## config.mk

```make
export PLATFORM = sky130hd
export DESIGN_NAME = firq8_cell
export DESIGN_NICKNAME = d
export VERILOG_FILES = /design/src/fir_filter_q8_macros.svh /design/src/firq8_pkg.sv /design/src/firq8_cell.sv
export SDC_FILE = /design/constraint.sdc
export NUM_CORES = 1
export LEC_CHECK = 0
export BUFFER_PORTS_ARGS = -buffer_cell sky130_fd_sc_hd__buf_2
export CAP_MARGIN = 40
export CORE_MARGIN = 4
export CORE_UTILIZATION = 45
export DETAILED_ROUTE_END_ITERATION = 12
export PLACE_DENSITY = 0.77
export SLEW_MARGIN = 20
export SYNTH_ARGS = -nofsm -noshare
export SYNTH_HDL_FRONTEND = slang
export SYNTH_SLANG_ARGS = --single-unit
```

## constraint.sdc

```tcl
create_clock -name clk -period 14.28 [get_ports clk]
set_input_delay 4.284 -clock clk [delete_from_list [all_inputs] [get_ports clk]]
set_output_delay 4.284 -clock clk [all_outputs]
set_load 0.005 [all_outputs]
```

## src/fir_filter_q8_macros.svh

```systemverilog
// ----------------------------------------------------------------------------
// fir_filter_q8 assertion macros
// Shorthand for the clocked properties checked in the FIR filter.
// ----------------------------------------------------------------------------
`ifndef FIR_FILTER_Q8_MACROS_SVH
`define FIR_FILTER_Q8_MACROS_SVH

// Check cons in the same cycle as ante.
`define FIRQ8_ASSERT(label, ante, cons, msg) \
  label: assert property (@(posedge clk) disable iff (rst) (ante) |-> (cons)) \
    else $error(msg);

// Check cons in the cycle after ante.
`define FIRQ8_ASSERT_NEXT(label, ante, cons, msg) \
  label: assert property (@(posedge clk) disable iff (rst) (ante) |=> (cons)) \
    else $error(msg);

`endif

```

## src/firq8_pkg.sv

```systemverilog
// ----------------------------------------------------------------------------
// firq8_pkg
// Types and constants shared by the FIR filter modules.
// ----------------------------------------------------------------------------
package firq8_pkg;

  localparam int SAMPLE_W    = 16;
  localparam int COEF_W      = 16;
  localparam int TAPS_W      = 6;
  localparam int IDX_W       = 5;
  localparam int SCALE_SHIFT = 8;
  localparam int OUT_W       = 16;
  // Only the low SCALE_SHIFT + OUT_W bits of the sum reach the output.
  localparam int ACC_W       = SCALE_SHIFT + OUT_W;

  typedef enum logic [1:0] {
    REQ_SAMPLE  = 2'd0,
    REQ_COEF    = 2'd1,
    REQ_RESTART = 2'd2
  } req_kind_t;

  typedef enum logic {
    ST_IDLE = 1'b0,
    ST_RUN  = 1'b1
  } state_t;

  typedef struct packed {
    logic [1:0]                 req_type;
    logic signed [SAMPLE_W-1:0] sample_value;
    logic [IDX_W-1:0]           coeff_index;
    logic signed [COEF_W-1:0]   coeff_value;
  } req_t;

  typedef struct packed {
    logic signed [OUT_W-1:0] filtered_value;
    logic                    status;
  } rsp_t;

  typedef struct packed {
    logic              start;
    logic              run;
    logic              last;
    logic              clear;
    logic              coef_we;
    logic [TAPS_W-1:0] taps;
    logic [TAPS_W-1:0] pos;
    logic [IDX_W-1:0]  coef_idx;
  } cell_ctrl_t;

endpackage

```

## src/firq8_cell.sv

```systemverilog
// ----------------------------------------------------------------------------
// firq8_cell
// One tap: coefficient, history sample, and a multiply-add on the token.
// ----------------------------------------------------------------------------
module firq8_cell
  import firq8_pkg::*;
#(
  parameter int IDX = 0
) (
  input  logic                       clk,
  input  logic                       rst,
  input  cell_ctrl_t                 ctrl,
  input  logic signed [SAMPLE_W-1:0] sample,
  input  logic signed [COEF_W-1:0]   coef_wdata,
  input  logic signed [COEF_W-1:0]   coef_bcast,
  input  logic signed [COEF_W-1:0]   up_coef,
  input  logic                       up_tok,
  input  logic [ACC_W-1:0]           up_sum,
  output logic signed [COEF_W-1:0]   coef,
  output logic                       tok,
  output logic [ACC_W-1:0]           sum
);

  logic signed [SAMPLE_W-1:0]        hist;
  logic [ACC_W-1:0]                  acc;
  logic signed [COEF_W+SAMPLE_W-1:0] prod;
  logic                              in_ring;
  logic                              here;
  logic                              coef_hit;

  assign in_ring  = IDX < int'(ctrl.taps);
  assign here     = int'(ctrl.pos) == IDX;
  assign coef_hit = int'(ctrl.coef_idx) == IDX;

  assign prod = coef_bcast * hist;
  assign sum  = tok ? acc + prod[ACC_W-1:0] : '0;

  // Load a written coefficient, else rotate the ring by one per step.
  always_ff @(posedge clk) begin
    if (rst) begin
      coef <= '0;
    end else if (ctrl.coef_we && coef_hit) begin
      coef <= coef_wdata;
    end else if (ctrl.run && in_ring) begin
      coef <= up_coef;
    end
  end

  always_ff @(posedge clk) begin
    if (rst) begin
      hist <= '0;
    end else if (ctrl.clear) begin
      hist <= '0;
    end else if (ctrl.start && here) begin
      hist <= sample;
    end
  end

  // Plant the token on a start; drop it after the last step.
  always_ff @(posedge clk) begin
    if (rst) begin
      tok <= 1'b0;
    end else if (ctrl.start) begin
      tok <= here;
    end else if (ctrl.run) begin
      tok <= up_tok && in_ring && !ctrl.last;
    end
  end

  always_ff @(posedge clk) begin
    if (ctrl.start) begin
      acc <= '0;
    end else if (ctrl.run) begin
      acc <= up_sum;
    end
  end

endmodule

```

# After elaboration in Yosys (flattened, before gate mapping)
# Index checks and enable logic that the tools add are counted.
# totals
ff_bits	57
in_bits	113
# op_classes
add_sub_neg	1
n_mul	1
magnitude_cmp	1
mux	5
n_reduce_logical	11
# op_table
op	count
16-bit 2-to-1 mux	2
24-bit adder	1
16-bit by 16-bit multiplier with 24-bit output	1
24-bit 2-to-1 mux	1
6-bit logical NOT	1
1-bit by 6-bit < comparator with 1-bit output (first input constant)	1
1-bit logical AND	5
5-bit logical NOT	1
2-bit nonzero test	2
1-bit 2-to-1 mux	2
2-bit OR reduction	1
1-bit logical NOT	1

# Logic depth before layout (Yosys ltp)
# depth
depth_word	5
depth_mapped	22
ltp_nobuf	21

# Worst setup path before layout
# Ideal clock, no wire load.
# synth_timing
kind	input to output
startpoint	input port coef_bcast[11]
endpoint	output port sum[23]
t_arrival_ns	9.154
required_ns	9.996
path_slack_ns	0.842
stages	19
n_path_buf	1
cell_sequence	clkbuf_1 and2_1 fa_1 inv_1 fa_1 fa_1 inv_1 fa_1 fa_1 inv_1 fa_1 inv_1 ha_1 nand4_1 a211oi_1 o21ai_1 o31a_1 xnor2_1 and2_1
# synth_between
elab_chain_cells	3
# synth_rtl
item	line	text
start: declaration	firq8_cell.sv:15	input logic signed [COEF_W-1:0] coef_bcast,
16-bit by 16-bit multiplier with 24-bit output	firq8_cell.sv:35	assign prod = coef_bcast * hist;
24-bit adder	firq8_cell.sv:36	assign sum = tok ? acc + prod[ACC_W-1:0] : '0;
24-bit 2-to-1 mux	firq8_cell.sv:36	
end: declaration	firq8_cell.sv:21	output logic [ACC_W-1:0] sum
# No other way between the ends.

# Worst setup path after layout
# layout_timing
startpoint	input port coef_bcast[15]
endpoint	output port sum[23]
# Same word-level chain as after synthesis.

==> results.md <==
| Quantity | Reported | Unit |
|:---|:---|:---|
| Outcome | complete, no violations | - |
| Proportion of layout cells with a drive suffix above 1 | 14.1 | % |
| Fin Hold WS | 0.497 | ns |
| DR vias/cell | 4.87 | - |
| I/O pin count | 154 | - |
| CTS tree | yes | - |
| Worst stage delay on the critical path | 0.57 | ns |
| Site Rows | 56 | - |
| Global placer's final weighted congestion | 0.882 | - |
| Post-route antenna net violation count | 0 | - |
| Die Y-Extent | 164 | um |
| Core Footprint | 0.0237 | mm^2 |
| Fraction of synthesized area in multiplexers | 5.21 | % |
| Worst-Skew Late Latency | 0.33 | ns |
| Syn_nets | 1,632 | - |
| CP endpoint kind | output pin | - |
| Most used standard cell by instance count after synthesis | sky130_fd_sc_hd__inv_1 | - |
| Startpoint of the worst register-to-register path | hist[8] | - |
| Combinational family with the most area after synthesis | adder cells | - |
| Floorplan die width | 164 | um |
| Synth top area share | 38.2 | % |
| Count of final setup violators | 0 | - |
| Cts-stage hold buffer count | 0 | - |
| Area share of fa/ha/maj cells after synthesis | 47.5 | % |
| Kind of cell with the highest combined delay on the critical path | adder cells | - |
| Total Negative Setup Slacks | 0 | ns |
| Max rail drop VDD | 47.8 | uV |
| Path type of the worst setup path | in -> out | - |
| DR DRC count | 0 | - |
| Final count of pins violating max slew | 0 | - |
| Timing-limited maximum frequency | 0.0713 | GHz |
| Worst endpoint data arrival time | 9.75 | ns |
| Vias in the first global route | 8,955 | - |
| Cell at the slowest stage of the critical path | sky130_fd_sc_hd__fa_1 | - |
| Total global routing overflow | 0 | - |
| Combinational fraction of design power | 19.3 | % |
| RSZ-0062 raised after global routing | false | - |
| Number of enable-type register cells in the synthesized netlist | 0 | - |
| Most common library cells after synthesis | sky130_fd_sc_hd__inv_1 (317), sky130_fd_sc_hd__fa_1 (209), sky130_fd_sc_hd__and2_1 (160) | - |
| Crit path cell chain | clkbuf_4 > and2_1 > inv_1 > fa_1 > inv_1 > fa_1 > inv_1 > fa_1 > inv_1 > fa_1 > fa_1 > inv_1 > fa_1 > inv_1 > ha_2 > a21o_1 > a21oi_4 > o21bai_1 > a21oi_2 > o31a_1 > xnor2_1 > buf_4 > and2_1 > buf_2 | - |
| Internal Pwr Total | 0.000345 | W |
| Overall die area | 0.0269 | mm^2 |
| TritonCTS buffer count | 9 | - |
| Clk pwr share | 45.1 | % |
| Post-synthesis cell area | 0.0109 | mm^2 |
| Share of the clock period used by the worst path after layout | 98.3 | % |
| Global-route wire length before repair | 44.5 | mm |
| Setup skew after layout | 0 | ns |
| Worst hold path type | reg -> reg | - |
| Half-perimeter wire length of the detailed placement result | 21.8 | mm |
| CP required | 10.00 | ns |
| Hold Startpoint | coef[14] | - |
| Flop and latch count out of synthesis | 57 | - |
| Post-synth ARST share | 0 | % |
| Top area cells in the synthesized netlist | sky130_fd_sc_hd__fa_1 (38%), sky130_fd_sc_hd__inv_1 (11%), sky130_fd_sc_hd__dfxtp_1 (10%) | - |
| Overall routed net length | 26.5 | mm |
| Count of input and output buffers | 153 | - |
| Post-Syn Instances | 1,229 | - |
| Final routed wire length divided by cell count | 15.8 | um |
| Total number of yosys warnings | 0 | - |
| Root buf cell | sky130_fd_sc_hd__clkbuf_16 | - |
| Proportion of synthesized chip area in sequential cells | 10.4 | % |
| WP buf/inv | 9 | - |
| Xor-xnor portion of the synthesized cell area | 3.39 | % |
| Share of total power consumed by net switching | 28.3 | % |
| Flop-to-flop setup slack | 13.09 | ns |
| Power per cell area | 38.9 | mW/mm^2 |
| Dominant cell type by area after synthesis | sky130_fd_sc_hd__fa_1 | - |
| Final nets | 1,757 | - |
| Share of power burned in registers | 35.6 | % |
| Final period demand of the worst path | 14.03 | ns |
| H-Tree Depth | 3 | - |
| Drt pass-1 iters | 5 | - |
| Primary flip-flop cell chosen by synthesis mapping | sky130_fd_sc_hd__dfxtp_1 | - |
| DRC marker count from the first detailed-route iteration | 351 | - |
| Total global routing track utilization | 20.8 | % |
| Total leakage power | 6.79 | nW |
| Maximum fanout along the worst path | 9 | - |
| Worst Max-Slew Pin Slew | 0.867 | ns |
| Overall via count from detail_route | 8,178 | - |
| Fin. Hold Viols | 0 | - |
| CTS Sinks | 57 | - |
| Clock Tree Buf Depth | 2 | - |
| Antenna violations before repair | 1 | - |
| Synthesized-area fraction occupied by ao, oa, aoi and oai cells | 4.51 | % |
| Origin of the worst setup path | coef_bcast[15] | - |
| Total design power | 0.000481 | W |
| Worst slew margin relative to its limit | 42.2 | % |
| Synth Area per Inst | 8.91 | um^2 |
| Number of violations of the max-capacitance limit | 0 | - |
| Post-synthesis simple-gate area fraction | 16.3 | % |
| Largest net degree at the start of global routing | 31 | - |
| Starting density of the core | 46.2 | % |
| Net switching power figure | 0.000136 | W |
| Count of different cell masters after synthesis | 44 | - |
| Worst-path clk slew | 0.05 | ns |
| Launching element type of the critical path | primary input | - |
| Area growth from synthesis to final layout | 12.9 | % |
final timing paths:
| path | endpoint | depth (start not counted) |
|---|---|---|
| worst max-delay path | sum[23] | 24 |
| worst min-delay path | coef[14] | 2 |
| worst max register to register | hist[8] | 2 |
| worst min register to register | coef[14] | 2 |
power by group through the flow:
stage          clock, W  sequential, W  combinational [W]
5_1_grt        0.000229       0.000172           0.000104
2_1_floorplan         0       0.000174          0.0000525
6_report       0.000217       0.000171          0.0000928
3_5_place_dp          0       0.000175          0.0000923
3_3_place_gp          0       0.000174          0.0000893
4_1_cts        0.000223       0.000171          0.0000928
logic make-up (layout without fill, tap and decap cells):
family | after synthesis | after routing
buffers and inverters | 369 | 498
and+or+nand+nor | 347 | 347
adders and majority gates | 290 | 290
AOI/OAI and AO/OA | 69 | 69
muxes | 57 | 57
DFF | 57 | 57
xor gates and xnor gates | 40 | 40
other | 0 | 1
final cells by class:
type                    instances  area, um^2
repair buffers                166         891
fillers                      2220       11300
clock inverters                 5        56.3
clock buffers                  10         239
inverters                     317        1190
diodes                          1        2.50
well taps                     319         399
flip-flops and latches         57        1140
multi-input cells             803        8440
placed cells by master, fill, tap and decap left out, types with 6 or more instances in the layout:
cell	instances
sky130_fd_sc_hd__a21o_1	11
sky130_fd_sc_hd__o21ai_1	6
sky130_fd_sc_hd__buf_4	9
sky130_fd_sc_hd__a21oi_1	11
sky130_fd_sc_hd__a211oi_1	18
sky130_fd_sc_hd__clkbuf_16	9
sky130_fd_sc_hd__ha_1	80
sky130_fd_sc_hd__nand2_1	94
sky130_fd_sc_hd__xnor2_1	29
sky130_fd_sc_hd__nor2_1	67
sky130_fd_sc_hd__dfxtp_1	57
sky130_fd_sc_hd__inv_1	317
sky130_fd_sc_hd__mux2i_1	57
sky130_fd_sc_hd__and2_1	160
sky130_fd_sc_hd__buf_2	151
sky130_fd_sc_hd__fa_1	209
sky130_fd_sc_hd__xor2_1	9
worst register-to-register path: cells and delay by family, from the launching register on:
family | cells | cell delay, ns
simple gates | 1 | 0.11
mux | 1 | 0.16
flops | 1 | 0.85
through the flow:
step | util [%] | instances | cell area [um^2] | worst slack [ns]
global route | 52.2 | 1678 | 12400 | 0.00570
finish | 52.2 | 1678 | 12400 | 0.247
global placement | 50.5 | 1656 | 12000 | 0.0644
CTS | 51.9 | 1673 | 12300 | 0.0430
detailed placement | 50.6 | 1658 | 12000 | -0.0269
floorplan | - | 1229 | 10900 | 0.842
registers in the layout, indices dropped and copies added, names as in the netlist:
| name | cells |
|---|---|
| tok | 1 |
| coef | 16 |
| acc | 24 |
| hist | 16 |
per-layer routing:
metal / vias up / routed length, um / GRT usage (%)
met4: 0 / 683 / 6.60
met1: 4044 / 11100 / 27.1
met5: - / 0 / 0
met3: 52 / 1250 / 2.79
met2: 226 / 13400 / 36.1
li1: 3856 / - / -
timing repair:
action | 4_1_cts | 5_1_grt
endpoints found under the setup margin | 1 | 3
pin swaps | 0 | 1
gates resized for setup | 1 | 7
cloned | 0 | 0
setup buffers | 0 | 2
Power figures use the tool's default switching activity.
